File: src/chvp_pkg.sv
// Types and constants shared by the chunk header varint parser.
`timescale 1ns / 1ps

package chvp_pkg;

  localparam int unsigned ByteW    = 8;
  localparam int unsigned AccW     = 32;
  localparam int unsigned ValueW   = 33;
  localparam int unsigned KindW    = 4;
  localparam int unsigned CodeW    = 2;
  localparam int unsigned CntW     = 3;
  localparam int unsigned TdataOutW = 40;

  localparam logic [ByteW-1:0] PacketIdReset = 8'd58;
  localparam logic [ByteW-1:0] PayloadMask   = 8'h7f;
  localparam logic [ByteW-1:0] ContMask      = 8'h80;
  localparam logic [CntW-1:0]  MaxVarintBytes = 3'd5;

  typedef enum logic [2:0] {
    PH_X     = 3'd0,
    PH_Z     = 3'd1,
    PH_DIM   = 3'd2,
    PH_COUNT = 3'd3,
    PH_CACHE = 3'd4,
    PH_LEN   = 3'd5,
    PH_DATA  = 3'd6,
    PH_DONE  = 3'd7
  } phase_t;

  typedef enum logic [KindW-1:0] {
    KIND_X      = 4'd0,
    KIND_Z      = 4'd1,
    KIND_DIM    = 4'd2,
    KIND_COUNT  = 4'd3,
    KIND_CACHE  = 4'd4,
    KIND_LEN    = 4'd5,
    KIND_DATA   = 4'd6,
    KIND_END    = 4'd7,
    KIND_ERROR  = 4'd8
  } kind_t;

  typedef enum logic [CodeW-1:0] {
    ERR_NONE     = 2'd0,
    ERR_OVERLONG = 2'd1,
    ERR_EARLY    = 2'd2,
    ERR_SHORT    = 2'd3
  } err_t;

  typedef struct packed {
    phase_t            phase;
    logic              at_start;
    logic [AccW-1:0]   acc;
    logic [CntW-1:0]   cnt;
    logic [AccW-1:0]   left;
    logic              err_latched;
  } state_t;

  typedef struct packed {
    logic              valid;
    kind_t             kind;
    logic [ValueW-1:0] value;
    err_t              code;
    logic              last;
  } result_t;

  localparam state_t StateReset = '{
    phase:       PH_X,
    at_start:    1'b1,
    acc:         '0,
    cnt:         '0,
    left:        '0,
    err_latched: 1'b0
  };

endpackage

File: src/chunk_header_varint_parser.sv
// Top level: byte stream in, decoded header fields and data bytes out.
//
//  channel   dir  tdata                              tuser         tlast
//  s_axis    in   [7:0] in_byte                      -             last_byte
//  m_axis    out  [32:0] field_value,[34:33] code    [3:0] kind    end_of_packet
//  cfg_wr    in   [7:0] packet_id                    -             -
//
// One byte per cycle; a result appears in the cycle after its byte is accepted.
// Parser state and the result register update in the same edge, so back-to-back
// beats run at full rate. s_axis_tready drops only while a result is stalled.
// rst (synchronous) clears parser state, output valid and restores packet_id to 58.
// Bytes that give no result (mid-varint, skipped id, dropped tail) leave no beat.
`timescale 1ns / 1ps

module chunk_header_varint_parser (
  input  logic        clk,
  input  logic        rst,
  input  logic        cfg_wr_en,
  input  logic [7:0]  cfg_wr_data,     // packet_id
  input  logic        s_axis_tvalid,
  output logic        s_axis_tready,
  input  logic [7:0]  s_axis_tdata,    // [7:0] in_byte
  input  logic        s_axis_tlast,    // last_byte
  output logic        m_axis_tvalid,
  input  logic        m_axis_tready,
  output logic [39:0] m_axis_tdata,    // [32:0] field_value, [34:33] error_code, rest zero
  output logic [3:0]  m_axis_tuser,    // [3:0] field_kind
  output logic        m_axis_tlast     // end_of_packet
);
  import chvp_pkg::*;

  state_t           state;
  state_t           state_next;
  result_t          step_result;
  logic [ByteW-1:0] packet_id;
  logic             in_beat;

  logic [ValueW-1:0] out_value;
  err_t              out_code;
  kind_t             out_kind;

  assign s_axis_tready = !m_axis_tvalid || m_axis_tready;
  assign in_beat       = s_axis_tvalid && s_axis_tready;

  chvp_step u_step (
    .state      (state),
    .in_byte    (s_axis_tdata),
    .in_last    (s_axis_tlast),
    .packet_id  (packet_id),
    .state_next (state_next),
    .result     (step_result)
  );

  always_ff @(posedge clk) begin
    if (rst) begin
      packet_id <= PacketIdReset;
    end else if (cfg_wr_en) begin
      packet_id <= cfg_wr_data;
    end
  end

  always_ff @(posedge clk) begin
    if (rst) begin
      state         <= StateReset;
      m_axis_tvalid <= 1'b0;
    end else if (in_beat) begin
      state         <= state_next;
      m_axis_tvalid <= step_result.valid;
    end else if (m_axis_tready) begin
      m_axis_tvalid <= 1'b0;
    end
  end

  // payload needs no reset
  always_ff @(posedge clk) begin
    if (in_beat && step_result.valid) begin
      out_value    <= step_result.value;
      out_code     <= step_result.code;
      out_kind     <= step_result.kind;
      m_axis_tlast <= step_result.last;
    end
  end

  assign m_axis_tdata = {{(TdataOutW - ValueW - CodeW){1'b0}}, out_code, out_value};
  assign m_axis_tuser = out_kind;

endmodule

File: src/chvp_step.sv
// Per-byte decode: next parser state and the result for one input beat.
`timescale 1ns / 1ps

module chvp_step (
  input  chvp_pkg::state_t          state,
  input  logic [7:0]                in_byte,
  input  logic                      in_last,
  input  logic [7:0]                packet_id,
  output chvp_pkg::state_t          state_next,
  output chvp_pkg::result_t         result
);
  import chvp_pkg::*;

  logic [AccW-1:0]   byte_shifted;
  logic [AccW-1:0]   acc_or;
  logic [AccW-1:0]   zigzag;
  logic [AccW-1:0]   left_dec;
  logic [CntW-1:0]   cnt_inc;
  logic              skip;
  err_t              tail_code;
  logic [ByteW-1:0]  payload;

  assign payload  = in_byte & PayloadMask;
  assign acc_or   = state.acc | byte_shifted;
  assign zigzag   = (acc_or >> 1) ^ {AccW{acc_or[0]}};
  assign left_dec = state.left - AccW'(1);
  assign cnt_inc  = state.cnt + CntW'(1);
  assign skip     = state.at_start && (in_byte == packet_id);

  // 7-bit group placed at 7*count; bits above 31 fall off
  always_comb begin
    case (state.cnt)
      3'd0:    byte_shifted = AccW'(payload);
      3'd1:    byte_shifted = AccW'(payload) << 7;
      3'd2:    byte_shifted = AccW'(payload) << 14;
      3'd3:    byte_shifted = AccW'(payload) << 21;
      3'd4:    byte_shifted = AccW'(payload) << 28;
      default: byte_shifted = '0;
    endcase
  end

  always_comb begin
    state_next   = state;
    result       = '0;
    result.kind  = KIND_END;
    result.code  = ERR_NONE;
    result.last  = in_last;
    tail_code    = ERR_NONE;

    if (state.err_latched) begin
      // swallow the rest of a failed packet silently
      if (in_last) begin
        state_next = StateReset;
      end
    end else begin
      state_next.at_start = 1'b0;
      if (!skip) begin
        case (state.phase)
          PH_CACHE: begin
            result.valid     = 1'b1;
            result.kind      = KIND_CACHE;
            result.value     = ValueW'(in_byte != '0);
            state_next.phase = PH_LEN;
          end
          PH_DATA: begin
            result.valid     = 1'b1;
            result.kind      = KIND_DATA;
            result.value     = ValueW'(in_byte);
            state_next.left  = left_dec;
            if (left_dec == '0) begin
              state_next.phase = PH_DONE;
            end
          end
          PH_DONE: begin
          end
          default: begin
            if ((in_byte & ContMask) == '0) begin
              result.valid   = 1'b1;
              result.kind    = kind_t'({1'b0, state.phase});
              if (state.phase == PH_X || state.phase == PH_Z || state.phase == PH_DIM) begin
                result.value = {zigzag[AccW-1], zigzag};
              end else begin
                result.value = {1'b0, acc_or};
              end
              state_next.acc = '0;
              state_next.cnt = '0;
              if (state.phase == PH_LEN) begin
                state_next.left  = acc_or;
                state_next.phase = (acc_or == '0) ? PH_DONE : PH_DATA;
              end else begin
                state_next.phase = phase_t'(state.phase + 3'd1);
              end
            end else begin
              state_next.acc = acc_or;
              state_next.cnt = cnt_inc;
              if (cnt_inc >= MaxVarintBytes) begin
                result.valid           = 1'b1;
                result.kind            = KIND_ERROR;
                result.value           = '0;
                result.code            = ERR_OVERLONG;
                state_next.err_latched = 1'b1;
              end
            end
          end
        endcase
      end

      if (in_last) begin
        if (result.code == ERR_NONE) begin
          if (state_next.phase == PH_DATA) begin
            tail_code = ERR_SHORT;
          end else if (state_next.phase == PH_DONE) begin
            tail_code = ERR_NONE;
          end else begin
            tail_code = ERR_EARLY;
          end
          result.code = tail_code;
          if (!result.valid) begin
            result.valid = 1'b1;
            result.kind  = (tail_code == ERR_NONE) ? KIND_END : KIND_ERROR;
            result.value = '0;
          end
        end
        state_next = StateReset;
      end
    end
  end

endmodule

File: config.mk
export PLATFORM = sky130hd
export DESIGN_NAME = chunk_header_varint_parser
export DESIGN_NICKNAME = d
export VERILOG_FILES = /design/src/chvp_pkg.sv /design/src/chunk_header_varint_parser.sv /design/src/chvp_step.sv
export SDC_FILE = /design/constraint.sdc
export NUM_CORES = 1
export LEC_CHECK = 0
export BUFFER_PORTS_ARGS = -buffer_cell sky130_fd_sc_hd__buf_2
export CAP_MARGIN = 10
export CORE_ASPECT_RATIO = 1.5
export CORE_MARGIN = 10
export CORE_UTILIZATION = 65
export CTS_CLUSTER_DIAMETER = 150
export DETAILED_ROUTE_END_ITERATION = 7
export PLACE_DENSITY = 0.95
export SETUP_SLACK_MARGIN = 0.1
export SLEW_MARGIN = 20
export SYNTH_ARGS = -nofsm -noshare
export SYNTH_HDL_FRONTEND = slang
export SYNTH_SLANG_ARGS = --single-unit
File: constraint.sdc
create_clock -name clk -period 16.19 [get_ports clk]
set_input_delay 0.8095 -clock clk [delete_from_list [all_inputs] [get_ports clk]]
set_output_delay 0.8095 -clock clk [all_outputs]
set_load 0.01 [all_outputs]
== After elaboration in Yosys (flattened, before gate mapping) ==
Index checks and enable logic that the tools add are counted.

* Bitwise operators: 2
* Order comparisons: 1
* Mux-type cells: 40
* $add $sub $neg: 3
* Eq/ne operators: 17
* Reductions and logical operators: 23

{| class="wikitable"
|+ Operator list
! kind !! count
|-
| 40-bit two-way mux || 6
|-
| 72-bit two-way mux || 3
|-
| 32-bit case mux with 5 select lines || 1
|-
| 38-bit case mux with 3 select lines || 1
|-
| 35-bit two-way mux || 2
|-
| 68-bit two-way mux || 1
|-
| 32-bit logical NOT || 2
|-
| 32-bit two-way mux || 2
|-
| 32-bit case mux with 2 select lines || 1
|-
| 38-bit two-way mux || 1
|-
| 37-bit two-way mux || 1
|-
| 33-bit two-way mux || 1
|-
| 32-bit OR || 1
|-
| 32-bit by 1-bit subtractor with 32-bit output (second input constant) || 1
|-
| 31-bit by 32-bit bitwise XOR with 32-bit output || 1
|-
| 3-bit == test (second input constant) || 7
|-
| 3-bit two-way mux || 5
|-
| 2-bit two-way mux || 7
|-
| 3-bit by 2-bit == test with 1-bit output (second input constant) || 3
|-
| 3-bit case mux with 3 select lines || 1
|-
| 8-bit == test || 1
|-
| 8-bit logical NOT || 1
|-
| 8-bit nonzero test || 1
|-
| 3-bit by 1-bit adder with 3-bit output (second input constant) || 2
|-
| other kinds (18) || 33
|}

* Register bits after elaboration: 121
* Output and inout port bits: 47
* Word-level logic and storage cells: 98
* Bits of input ports: 22

== Depth between registers and ports, before layout ==
Gate-level depths: netlist of run 1.

* Depth after elaboration: 23
* Gate-level depth with buffers: 17
* Mapped depth without buffers: 14

== Modules after synthesis ==
Synthesis of run 1 repeated with hierarchy kept, for this count alone.

* Cells, all modules: 1129
* Area total of the unflattened synthesis: 9462.8 sq um

{| class="wikitable"
|+ Modules (own cells, without submodules)
! module !! times used !! cells each !! area an instance (sq um) !! sequential area each (sq um)
|-
| chunk_header_varint_parser || 1 || 406 || 5038.6 || 2822.7
|-
| chvp_step || 1 || 723 || 4424.2 || 0.0
|}

== Worst setup path after synthesis of run 1 ==
Ideal clock, no wire load.

* Kind: input port to flip-flop
* From: input s_axis_tdata[4]
* To: register m_axis_tlast (enable)
* Buffers on the path: 2
* Slack: 10.579 ns
* Required time: 15.690 ns
* Setup time: 0.500 ns
* Arrival: 5.110 ns
* Stages: 7
* Cells stage by stage: buf_2 -> xnor2_1 -> nand3_1 -> nor3_1 -> buf_2 -> o21ai_0 -> a211oi_1

* Word-level cells in the longest chain between the ends: 9

{| class="wikitable"
|+ Ends and longest elaborated chain
! item !! RTL line !! RTL
|-
| start, declared || chunk_header_varint_parser.sv:22 || <nowiki>input logic [7:0] s_axis_tdata,</nowiki>
|-
| 8-bit == test * || chvp_step.sv:28 || <nowiki>assign skip = state.at_start && (in_byte == packet_id);</nowiki>
|-
| 1-bit logical AND * || chvp_step.sv:28 ||
|-
| 40-bit two-way mux * || chvp_step.sv:57 || <nowiki>if (!skip) begin</nowiki>
|-
| 40-bit two-way mux * || chvp_step.sv:50 || <nowiki>if (state.err_latched) begin</nowiki>
|-
| 2-bit logical NOT || chvp_step.sv:109 || <nowiki>if (result.code == ERR_NONE) begin</nowiki>
|-
| 40-bit two-way mux || chvp_step.sv:109 ||
|-
| 40-bit two-way mux * || chvp_step.sv:108 || <nowiki>if (in_last) begin</nowiki>
|-
| 40-bit two-way mux * || chvp_step.sv:50 ||
|-
| 1-bit logical AND * || chunk_header_varint_parser.sv:76 || <nowiki>if (in_beat && step_result.valid) begin</nowiki>
|-
| end signal, assigned || chunk_header_varint_parser.sv:80 || <nowiki>m_axis_tlast <= step_result.last;</nowiki>
|-
| end, declared || chunk_header_varint_parser.sv:28 || <nowiki>output logic m_axis_tlast</nowiki>
|}

Mark *: on every way between the ends. The rest lies on a longest branch, timed or not. The select of a mux whose other input is x is not followed.
A chain may end at the register's enable or synchronous reset.

== Worst setup path in the final report of run 1 ==
* From: register state[33] (netlist name)
* To: register out_kind[3], in the netlist m_axis_tuser[3] (data pin)

* Word-level cells in the longest chain between the ends: 21
* Elaborated cells between the ends (all ways): 36
* Those cells by class: 1 x add/sub; 1 x order compare; 6 x eq/ne; 23 x mux; 1 x bitwise; 4 x reduce/logical

{| class="wikitable"
|+ Ends and longest elaborated chain
! item !! RTL line !! RTL
|-
| 3-bit == test, or another cell as far along || chvp_step.sv:32 || <nowiki>case (state.cnt)</nowiki>
|-
| 32-bit case mux with 5 select lines || chvp_step.sv:32 ||
|-
| 32-bit OR || chvp_step.sv:24 || <nowiki>assign acc_or = state.acc | byte_shifted;</nowiki>
|-
| 32-bit logical NOT || chvp_step.sv:89 || <nowiki>state_next.phase = (acc_or == '0) ? PH_DONE : PH_DATA;</nowiki>
|-
| 1-bit two-way mux || chvp_step.sv:89 ||
|-
| 3-bit two-way mux || chvp_step.sv:87 || <nowiki>if (state.phase == PH_LEN) begin</nowiki>
|-
| 3-bit two-way mux || chvp_step.sv:77 || <nowiki>if ((in_byte & ContMask) == '0) begin</nowiki>
|-
| 3-bit case mux with 3 select lines || chvp_step.sv:58 || <nowiki>case (state.phase)</nowiki>
|-
| [... 5 more ...] || - ||
|-
| 2-bit two-way mux || chvp_step.sv:109 ||
|-
| 2-bit two-way mux || chvp_step.sv:108 ||
|-
| 2-bit two-way mux || chvp_step.sv:50 ||
|-
| 2-bit logical NOT || chvp_step.sv:120 || <nowiki>result.kind = (tail_code == ERR_NONE) ? KIND_END : KIND_ERROR;</nowiki>
|-
| 4-bit two-way mux || chvp_step.sv:120 ||
|-
| 37-bit two-way mux || chvp_step.sv:118 || <nowiki>if (!result.valid) begin</nowiki>
|-
| 40-bit two-way mux || chvp_step.sv:109 ||
|-
| 40-bit two-way mux * || chvp_step.sv:108 ||
|-
| end signal, assigned || chunk_header_varint_parser.sv:79 || <nowiki>out_kind <= step_result.kind;</nowiki>
|-
| end, declared || chunk_header_varint_parser.sv:40 || <nowiki>kind_t out_kind;</nowiki>
|}

Marks and branches as above.

==> impl_metrics.env, run 1 <==
export IMPL_status="completed"
export IMPL_insertion_delay_ns=0.43
export IMPL_avgViaCountPerCell=6.612
export IMPL_layout_commonest_cell="nor2_1"
export IMPL_syn_instance_count=904
export IMPL_cp_start_kind="flip-flop"
export IMPL_design_final_nets=962
export IMPL_cts_post_setup_buffers_inserted=0
export IMPL_layout_drive_gt1_share_pct=13.40
export IMPL_final_setup_violating_endpoints=0
export IMPL_synth_area_top_cells="dfxtp_1 22%, edfxtp_1 17%, a21oi_1 8.1%, nor2_1 7.5%, xnor2_1 5.2%"
export IMPL_cts_htree_levels=4
export IMPL_gp_routability_congestion=1.024
export IMPL_timing_final_crit_share_pct=23.98
export IMPL_core_rowCount=47
export IMPL_syn_area_um2=7217
export IMPL_crit_path_max_delay_cell_type="dfxtp_1"
export IMPL_fin_area_um2=8073
export IMPL_cts_tree="yes"
export IMPL_setup_worst_path_end="m_axis_tuser[3]$_SDFFCE_PP0P_"
export IMPL_layout_skew_ns=0.009807
export IMPL_drv_max_cap_violation_count=0
export IMPL_final_cell_mix="145 x nor2_1, 117 x a21oi_1, 81 x dfxtp_1"
export IMPL_drcViolationCount=0
export IMPL_preCtsSetupSlack_ns=12.44
export IMPL_ffs_w_async_s_r_synth_pct=0
export IMPL_setup_worst_path_start="state[33]$_SDFFE_PP0P_"
export IMPL_path_cells="inv_1 > ha_1 > nor2b_1 > a21o_1 > buf_4 > inv_1 > ha_1 > nor4b_1 > nand4_1 > nor4_1 > a41oi_1 > a21oi_1 > o21ai_0 > o21a_1 > a32o_1"
export IMPL_clkTransAtPathRegs_ns=0.06
export IMPL_hold_path_class="flip-flop to flip-flop"
export IMPL_worst_endpoint_arrival_ns=4.07
export IMPL_fill_cells=857
export IMPL_core_region_area_um2=10940
export IMPL_die_area_um2=15800
export IMPL_finalHoldWorstSlack_ns=0.4795
export IMPL_synthesis_yosys_warnings=0
export IMPL_power_ir_vdd_worst_v=0.00008311
export IMPL_detailedRoute_firstPassIterationCount=5
export IMPL_synth_edf_count=40
export IMPL_relSlewSlack_pct=34.17
export IMPL_drtAntennaViolNets=0
export IMPL_detailed_place_hpwl_um=14840
export IMPL_postSynth_topFlopCell="dfxtp_1"
export IMPL_r2r_start="state[33]$_SDFFE_PP0P_"
export IMPL_cts_hold_buffers=0
export IMPL_finish_utilization_pct=73.80
export IMPL_p_leak_nw=3.036
export IMPL_critPathCaptureType="flip-flop"
export IMPL_grt_first_pass_wirelength_um=34810
export IMPL_reg2reg_end="m_axis_tuser[3]$_SDFFCE_PP0P_"
export IMPL_rr_worst_depth=15
export IMPL_grt_max_degree=82
export IMPL_drt_wirelength_per_cell_um=20.11
export IMPL_final_period_minus_worst_setup_slack_ns=3.882
export IMPL_vias=7194
export IMPL_slowest_delay_ns=0.40
export IMPL_worstPathRequired_ns=16.38
export IMPL_cts_repair_resize_count=0
export IMPL_first_global_vias=6632
export IMPL_portBuffers=63
export IMPL_report_final_slew_viol_count=0
export IMPL_synthToLayoutAreaGrowth_pct=11.86
export IMPL_yosysSeqAreaShare_pct=39.11
export IMPL_worst_setup_path_type="flip-flop to flip-flop"
export IMPL_critical_path_top_delay_family="compound AO/OA/AOI/OAI gates"
export IMPL_dp_cells=1055
export IMPL_cp_max_fo=34
export IMPL_setup_total_negative_slack_ns=0
export IMPL_cts_num_sinks=121
export IMPL_grtUsageTotal_pct=27.33
export IMPL_rrSetupSlack_ns=12.31
export IMPL_tightest_slew_ns=0.9829
export IMPL_die_height_um=149.1
export IMPL_max_clock_freq_mhz=257.6
export IMPL_post_synth_num_cell_types=67
export IMPL_cellPowerDensity_nw_per_um2=98.94
export IMPL_postSynthAreaPerCell_um2=7.983
export IMPL_p_total_mw=0.7987
export IMPL_clock_tree_buffer_depth=2
export IMPL_tritoncts_num_buffers=17
export IMPL_timing_critical_path_buf_inv=3
export IMPL_postLayoutSetupSlackWorst_ns=12.31
export IMPL_hold_violations=0
export IMPL_clk_root_buffer_cell="clkbuf_16"
export IMPL_overflow=0
export IMPL_layout_cells_non_filler=1088
export IMPL_cp_num_cells=15
export IMPL_total_i_o_pin_count=69
export IMPL_route_final_wire_length_um=21880
export IMPL_antenna_found_initial=1
export IMPL_synthDominantCellAreaShare_pct=22.47
export IMPL_yosys_register_bits=121
export IMPL_initial_core_utilization_pct=65.98
export IMPL_detailed_place_area_um2=7537
export IMPL_grt_setup_unrepaired="false"
export IMPL_yosys_area_top_type="dfxtp_1"
export IMPL_die_width_um=106.0
export IMPL_drt_first_iter_violations=1047
[flip-flops by register name, summed over array words and instances (netlist names)]
name and flops:
m_axis_tuser 4, out_value 33, packet_id 8, m_axis_tvalid 1
out_code 2, state 72, m_axis_tlast 1
[cell type report]
cell class                 instances  area, µm²  area share [%]
multi-input combinational        695       4053           50.20
sequential                       121       2823           34.97
timing repair buffer              78      427.9           5.301
clock buffer                      17      425.4           5.270
tap                              147      183.9           2.278
clock inverter                    15      105.1           1.302
inverter                          14      52.55          0.6510
antenna                            1      2.502         0.03100
[synth_stat cells, types with 3 or more instances]
| library cell | count |
|---|---|
| a31oi_1 | 5 |
| buf_2 | 12 |
| a22oi_1 | 14 |
| nand2_1 | 53 |
| dfxtp_1 | 81 |
| a211o_1 | 6 |
| nand4_1 | 9 |
| a21o_1 | 3 |
| xnor2_1 | 43 |
| nor2_1 | 145 |
| nor4_1 | 22 |
| and4_1 | 3 |
| inv_1 | 14 |
| nand3_1 | 11 |
| a211oi_1 | 30 |
| o21ai_0 | 53 |
| nor2b_1 | 10 |
| ha_1 | 13 |
| a2111oi_0 | 5 |
| nor3b_1 | 5 |
| xor2_1 | 8 |
| or4_1 | 4 |
| or4_4 | 3 |
| a21oi_1 | 117 |
| or3_1 | 12 |
| and2_1 | 5 |
| nor3_1 | 56 |
| edfxtp_1 | 40 |
| o21ai_1 | 4 |
| mux2i_1 | 4 |
| buf_4 | 5 |
| o211ai_1 | 4 |
| clkbuf_1 | 57 |
| or2_2 | 3 |
[worst min-delay path by stage]
stage,cells after the start,slack (ns),endpoint,startpoint
finish,2,0.48,state[68]$_SDFFE_PP1P_,state[68]$_SDFFE_PP1P_
floorplan,2,0.44,state[12]$_SDFFE_PP0P_,state[12]$_SDFFE_PP0P_
global route,2,0.50,state[12]$_SDFFE_PP0P_,state[12]$_SDFFE_PP0P_
CTS,2,0.48,state[68]$_SDFFE_PP1P_,state[68]$_SDFFE_PP1P_
detailed placement,2,0.46,state[68]$_SDFFE_PP1P_,state[68]$_SDFFE_PP1P_
global placement,2,0.46,state[68]$_SDFFE_PP1P_,state[68]$_SDFFE_PP1P_
[worst min-delay path, delay by kind of cell, from the launching register on]
family | cells | cell delay (ns)
AO/OA/AOI/OAI | 1 | 0.07
AND/OR/NAND/NOR | 1 | 0.06
flip-flops | 1 | 0.31
[per-layer routing]
metal	vias up	global-route usage (%)	wire, µm
li1	3310	-	-
met1	3344	30.86	7988
met2	418	43.02	10160
met3	122	7.829	2252
met4	0	20.31	1474
met5	-	0	0
[logic make-up after synthesis]
family | synth area share, %
and+or+nand+nor | 24.15
AOI/OAI and AO/OA | 22.23
DFF | 39.11
buffers and inverters | 5.461
xor gates and xnor gates | 6.189
adders and majority gates | 2.254
muxes | 0.5548
other | 0.05196
[report_power, final]
part           switching (mW)  internal, mW
combinational          0.0806        0.0422
clock                   0.149         0.194
sequential            0.00467         0.328
Note: power is estimated with default switching activity, not from simulation.
==> inputs of run 2 (changes only) <==
CORE_UTILIZATION = 60   (was 65)
PLACE_DENSITY = 0.93   (was 0.95)
clock period = 3.8 ns   (was 16.19 ns; I/O delays follow)
==> run 2 against run 1 <==
- combinational power rose to 4.5 times the previous value
- flip-flop and latch count did not move
- setup slack got worse by 12 ns
- die area rose by 7.0%
- first-iteration DRC count fell by 3.9%
- via count rose by 2.3%
- sequential share of layout area fell by 0.88 points
- fmax rose by 11%
==> impl_metrics.env, run 2 (same netlist as run 1, synthesis figures left out) <==
export IMPL_detailed_place_hpwl_um=14850
export IMPL_grtUsageTotal_pct=25.79
export IMPL_grt_first_pass_wirelength_um=35190
export IMPL_gp_routability_congestion=0.9357
export IMPL_hold_violations=0
export IMPL_worst_setup_path_type="flip-flop to flip-flop"
export IMPL_avgViaCountPerCell=6.654
export IMPL_first_global_vias=6911
export IMPL_p_leak_nw=3.140
export IMPL_drt_wirelength_per_cell_um=20.42
export IMPL_grt_max_degree=71
export IMPL_grt_setup_unrepaired="false"
export IMPL_relSlewSlack_pct=29.66
export IMPL_setup_total_negative_slack_ns=0
export IMPL_hold_path_class="input pin to flip-flop"
export IMPL_report_final_slew_viol_count=0
export IMPL_drcViolationCount=0
export IMPL_cts_num_sinks=121
export IMPL_clk_root_buffer_cell="clkbuf_16"
export IMPL_power_ir_vdd_worst_v=0.0002871
export IMPL_cellPowerDensity_nw_per_um2=437.1
export IMPL_final_setup_violating_endpoints=0
export IMPL_max_reg_flops=72
export IMPL_final_cell_mix="145 x nor2_1, 115 x a21oi_1, 81 x dfxtp_1"
export IMPL_clkTransAtPathRegs_ns=0.06
export IMPL_rrSetupSlack_ns=0.29
export IMPL_cts_tree="yes"
export IMPL_cp_start_kind="flip-flop"
export IMPL_antenna_found_initial=0
export IMPL_overflow=0
export IMPL_critPathCaptureType="flip-flop"
export IMPL_dp_cells=1070
export IMPL_drtAntennaViolNets=0
export IMPL_cts_post_setup_buffers_inserted=0
export IMPL_detailedRoute_firstPassIterationCount=6
export IMPL_finish_utilization_pct=69.63
export IMPL_drt_first_iter_violations=1006
export IMPL_cts_htree_levels=4
export IMPL_die_area_um2=16910
export IMPL_tritoncts_num_buffers=17
export IMPL_vias=7359
export IMPL_portBuffers=63
export IMPL_drv_max_cap_violation_count=0
export IMPL_layout_skew_ns=0.01212
export IMPL_layout_drive_gt1_share_pct=14.59
export IMPL_fin_area_um2=8282
export IMPL_route_final_wire_length_um=22590
export IMPL_design_final_nets=975
export IMPL_worst_endpoint_arrival_ns=3.68
export IMPL_final_period_minus_worst_setup_slack_ns=3.506
export IMPL_tightest_slew_ns=1.047
export IMPL_layout_commonest_cell="nor2_1"
export IMPL_clock_tree_buffer_depth=2
export IMPL_core_rowCount=49
export IMPL_insertion_delay_ns=0.43
export IMPL_max_clock_freq_mhz=285.3
export IMPL_detailed_place_area_um2=7612
export IMPL_worstPathRequired_ns=3.98
export IMPL_initial_core_utilization_pct=60.68
export IMPL_total_i_o_pin_count=69
export IMPL_synthToLayoutAreaGrowth_pct=14.75
export IMPL_layout_cells_non_filler=1106
export IMPL_status="completed"
export IMPL_core_region_area_um2=11890
export IMPL_timing_final_crit_share_pct=92.25
export IMPL_cp_max_fo=9
export IMPL_die_width_um=109.5
export IMPL_largestRegisters="state x72, out_value x33, packet_id x8"
export IMPL_die_height_um=154.3
export IMPL_antenna_diode_count=0
export IMPL_largest_register_by_flop_count="state"
==> run 2: final cells by class <==
type | instances | area, µm²
clock buffers | 17 | 425.4
fillers | 839 | 3612
clock inverters | 15 | 176.4
flip-flops and latches | 121 | 2823
multi-input cells | 695 | 4078
well taps | 153 | 191.4
inverters | 14 | 52.55
repair buffers | 91 | 535.5
==> run 2: stage by stage <==
| stage | total power, mW | setup WS [ns] | hold WS (ns) |
|---|---|---|---|
| 5_1_grt | 3.723 | 0.1149 | 0.04393 |
| 6_report | 3.620 | 0.2944 | 0.01195 |
| 2_1_floorplan | 1.822 | 0.3065 | 0.2889 |
| 3_5_place_dp | 1.964 | 0.2042 | 0.4005 |
| 3_3_place_gp | 1.946 | 0.3906 | 0.3965 |
| 4_1_cts | 3.607 | 0.1806 | 0.01266 |
==> run 2: metal layers <==
metal / up-vias / GRT usage (%) / routed length [µm]
met3: 112 / 5.740 / 2396
met1: 3362 / 29.44 / 7993
met5: - / 0 / 0
li1: 3334 / - / -
met4: 0 / 15.61 / 1353
met2: 551 / 42.36 / 10840
==> run 2: timing repair <==
item / CTS / global route
hold buffers: 4 / 0
gates resized for setup: 0 / 5
hold endpoints to repair: 4 / 0
endpoints found under the setup margin: 0 / 6
==> run 2: worst paths after layout <==
kind,depth (start not counted),endpoint,start
setup / recovery,14,m_axis_tuser[3]$_SDFFCE_PP0P_,state[33]$_SDFFE_PP0P_
hold / removal,3,packet_id[2]$_SDFFE_PP0P_,cfg_wr_data[2]
setup reg to reg,14,m_axis_tuser[3]$_SDFFCE_PP0P_,state[33]$_SDFFE_PP0P_
hold reg to reg,2,state[12]$_SDFFE_PP0P_,state[12]$_SDFFE_PP0P_
==> run 2: power by group <==
part | internal (mW) | switching [mW] | total (mW)
clock network | 1.03 | 0.617 | 1.65
logic | 0.192 | 0.361 | 0.553
registers | 1.40 | 0.0234 | 1.42
total | 2.62 | 1.00 | 3.62
==> run 2: critical path: stages (launching register included) <==
cell,delay (ns)
dfxtp_1,0.40
inv_1,0.10
ha_1,0.32
nor2b_1,0.26
a21o_1,0.25
inv_1,0.14
ha_1,0.17
nor4b_2,0.20
nand4_1,0.14
nor4_2,0.27
a41oi_2,0.20
a21oi_2,0.22
o21ai_0,0.13
o21a_1,0.24
a32o_1,0.22
==> inputs of run 3 (changes only) <==
CORE_UTILIZATION = 50   (was 60)
PLACE_DENSITY = 0.81   (was 0.93)
clock period = 3.4 ns   (was 3.8 ns; I/O delays follow)
==> run 3 against run 2 <==
- flip-flop and latch count is the same
- clock power grew 8%
- worst hold slack gained 0.0032 ns
- count of clock-buffer cells in the layout is the same
- critical endpoint unchanged
- wire length shrank 3.4%
- combinational power grew 14%
==> impl_metrics.env, run 3 (same netlist as run 1, synthesis figures left out) <==
export IMPL_clock_tree_buffer_depth=2
export IMPL_largest_register_by_flop_count="state"
export IMPL_rr_worst_depth=14
export IMPL_detailed_place_hpwl_um=15330
export IMPL_worst_setup_path_type="flip-flop to flip-flop"
export IMPL_path_cells="inv_1 > ha_1 > nor2b_2 > a21o_1 > inv_2 > ha_1 > nor4b_2 > nand4_1 > nor4_1 > a41oi_1 > a21oi_2 > o21ai_0 > o21a_2 > a32o_1"
export IMPL_antenna_found_initial=0
export IMPL_gp_routability_congestion=0.9494
export IMPL_portBuffers=63
export IMPL_clkTransAtPathRegs_ns=0.06
export IMPL_hold_violations=0
export IMPL_gr_usage_met2_pct=36.16
export IMPL_hold_path_class="input pin to flip-flop"
export IMPL_worst_path_most_repeated_cell="ha_1"
export IMPL_postLayoutSetupSlackWorst_ns=0.2644
export IMPL_detailedRoute_firstPassIterationCount=5
export IMPL_die_area_um2=19740
export IMPL_critical_path_top_delay_family="compound AO/OA/AOI/OAI gates"
export IMPL_p_leak_nw=3.222
export IMPL_layout_drive_gt1_share_pct=16.15
export IMPL_p_total_mw=3.990
export IMPL_initial_core_utilization_pct=51.33
export IMPL_slowest_delay_ns=0.36
export IMPL_relSlewSlack_pct=33.36
export IMPL_power_ir_vdd_worst_v=0.0002540
export IMPL_detailed_place_area_um2=7828
export IMPL_cts_tree="yes"
export IMPL_drt_wirelength_per_cell_um=18.85
export IMPL_grt_setup_unrepaired="false"
export IMPL_fill_cells=1235
export IMPL_tritoncts_num_buffers=17
export IMPL_worst_endpoint_arrival_ns=3.32
export IMPL_timing_critical_path_buf_inv=2
export IMPL_min_delay_path_depth=3
export IMPL_drtAntennaViolNets=0
export IMPL_worstPathRequired_ns=3.58
export IMPL_final_setup_violating_endpoints=0
export IMPL_cellPowerDensity_nw_per_um2=470.8
export IMPL_max_clock_freq_mhz=318.9
export IMPL_total_i_o_pin_count=69
export IMPL_grtUsageTotal_pct=21.54
export IMPL_first_global_vias=6751
export IMPL_cp_max_fo=7
export IMPL_setup_total_negative_slack_ns=0
export IMPL_grt_max_degree=62
export IMPL_drcViolationCount=0
export IMPL_grt_busiest_layer="met2"
export IMPL_layout_commonest_cell="nor2_1"
export IMPL_core_rowCount=53
export IMPL_overflow=0
export IMPL_max_reg_flops=72
export IMPL_vias=7226
export IMPL_cts_num_sinks=121
export IMPL_cp_start_kind="flip-flop"
export IMPL_report_final_slew_viol_count=0
export IMPL_timing_final_crit_share_pct=92.22
export IMPL_synthToLayoutAreaGrowth_pct=17.44
export IMPL_clk_root_buffer_cell="clkbuf_16"
export IMPL_layout_skew_ns=0.006777
export IMPL_cp_num_cells=14
export IMPL_avgViaCountPerCell=6.240
export IMPL_drt_first_iter_violations=902
export IMPL_crit_path_max_delay_cell_type="dfxtp_2"
export IMPL_tightest_slew_ns=0.9985
export IMPL_core_region_area_um2=14060
export IMPL_critPathCaptureType="flip-flop"
export IMPL_global_route_usage_met1_pct=24.93
export IMPL_drv_max_cap_violation_count=0
export IMPL_final_period_minus_worst_setup_slack_ns=3.136
export IMPL_insertion_delay_ns=0.43
export IMPL_grt_first_pass_wirelength_um=35360
export IMPL_route_final_wire_length_um=21820
export IMPL_layout_cells_non_filler=1158
export IMPL_fin_area_um2=8476
export IMPL_preCtsSetupSlack_ns=0.09864
export IMPL_die_width_um=118.1
export IMPL_antenna_diode_count=0
export IMPL_die_height_um=167.1
export IMPL_cts_htree_levels=4
export IMPL_design_final_nets=988
export IMPL_status="completed"
export IMPL_dp_cells=1120
export IMPL_grt_util_met3_pct=4.813
export IMPL_largestRegisters="state x72, out_value x33, packet_id x8"
export IMPL_final_cell_mix="144 x nor2_1, 115 x a21oi_1, 78 x dfxtp_1"
[run 3: cell types whose count changed in the layout (fill, tap and decap cells not counted), sizes merged]
cell and change:
buf +11, bufinv -2, clkinv -4, clkinvlp -1, dlygate4sd3 +2, inv +7
[run 3: path summary, 6_finish.rpt]
kind / start / endpoint / slack (ns)
max reg2reg: state[33]$_SDFFE_PP0P_ / m_axis_tuser[3]$_SDFFCE_PP0P_ / 0.26
min: cfg_wr_data[7] / packet_id[7]$_SDFFE_PP0P_ / 0.02
min reg2reg: state[18]$_SDFFE_PP0P_ / state[18]$_SDFFE_PP0P_ / 0.48
max: state[33]$_SDFFE_PP0P_ / m_axis_tuser[3]$_SDFFCE_PP0P_ / 0.26
[run 3: area by class of cell]
| class | count | area [µm²] | area share [%] |
|---|---|---|---|
| Clock inverter | 15 | 152.6 | 1.801 |
| Tap cell | 192 | 240.2 | 2.834 |
| Inverter | 14 | 52.55 | 0.6200 |
| Clock buffer | 17 | 425.4 | 5.019 |
| Multi-Input combinational cell | 695 | 4078 | 48.11 |
| Sequential cell | 121 | 2826 | 33.35 |
| Timing Repair Buffer | 104 | 700.7 | 8.267 |
[run 3: worst register-to-register path: cells and delay by family (launching register included)]
kind / cells / cell delay [ns]
AOI/OAI and AO/OA: 6 / 1.25
and+or+nand+nor: 4 / 0.75
adders and majority gates: 2 / 0.37
DFF: 1 / 0.36
buffers and inverters: 2 / 0.16
[run 3: metal layers]
metal	part of all wire [%]	wire length, µm
met2	49	10610
met4	4.4	968
met3	9.2	2016
met5	0	0
met1	38	8227
[run 3: what timing repair did]
item                                   CTS  global route
setup endpoints to repair                1             4
endpoints found under the hold margin    6             0
setup buffers                            0             0
gates resized for setup                  1             4
pin swaps                                0             2
hold buffers                             6             0
[run 3: power by group]
part           switching (mW)  internal, mW  total (mW)
sequential             0.0227          1.56        1.58
clock                   0.749          1.03        1.78
combinational           0.396         0.232       0.628
total                    1.17          2.82        3.99
[run 3: metrics by stage]
step	hold WS, ns	util [%]
after floorplan	0.2689	-
after global placement	0.3757	55.68
after detailed placement	0.3806	55.68
after CTS	0.01943	60.26
after global routing	0.03125	60.29
final	0.01515	60.29
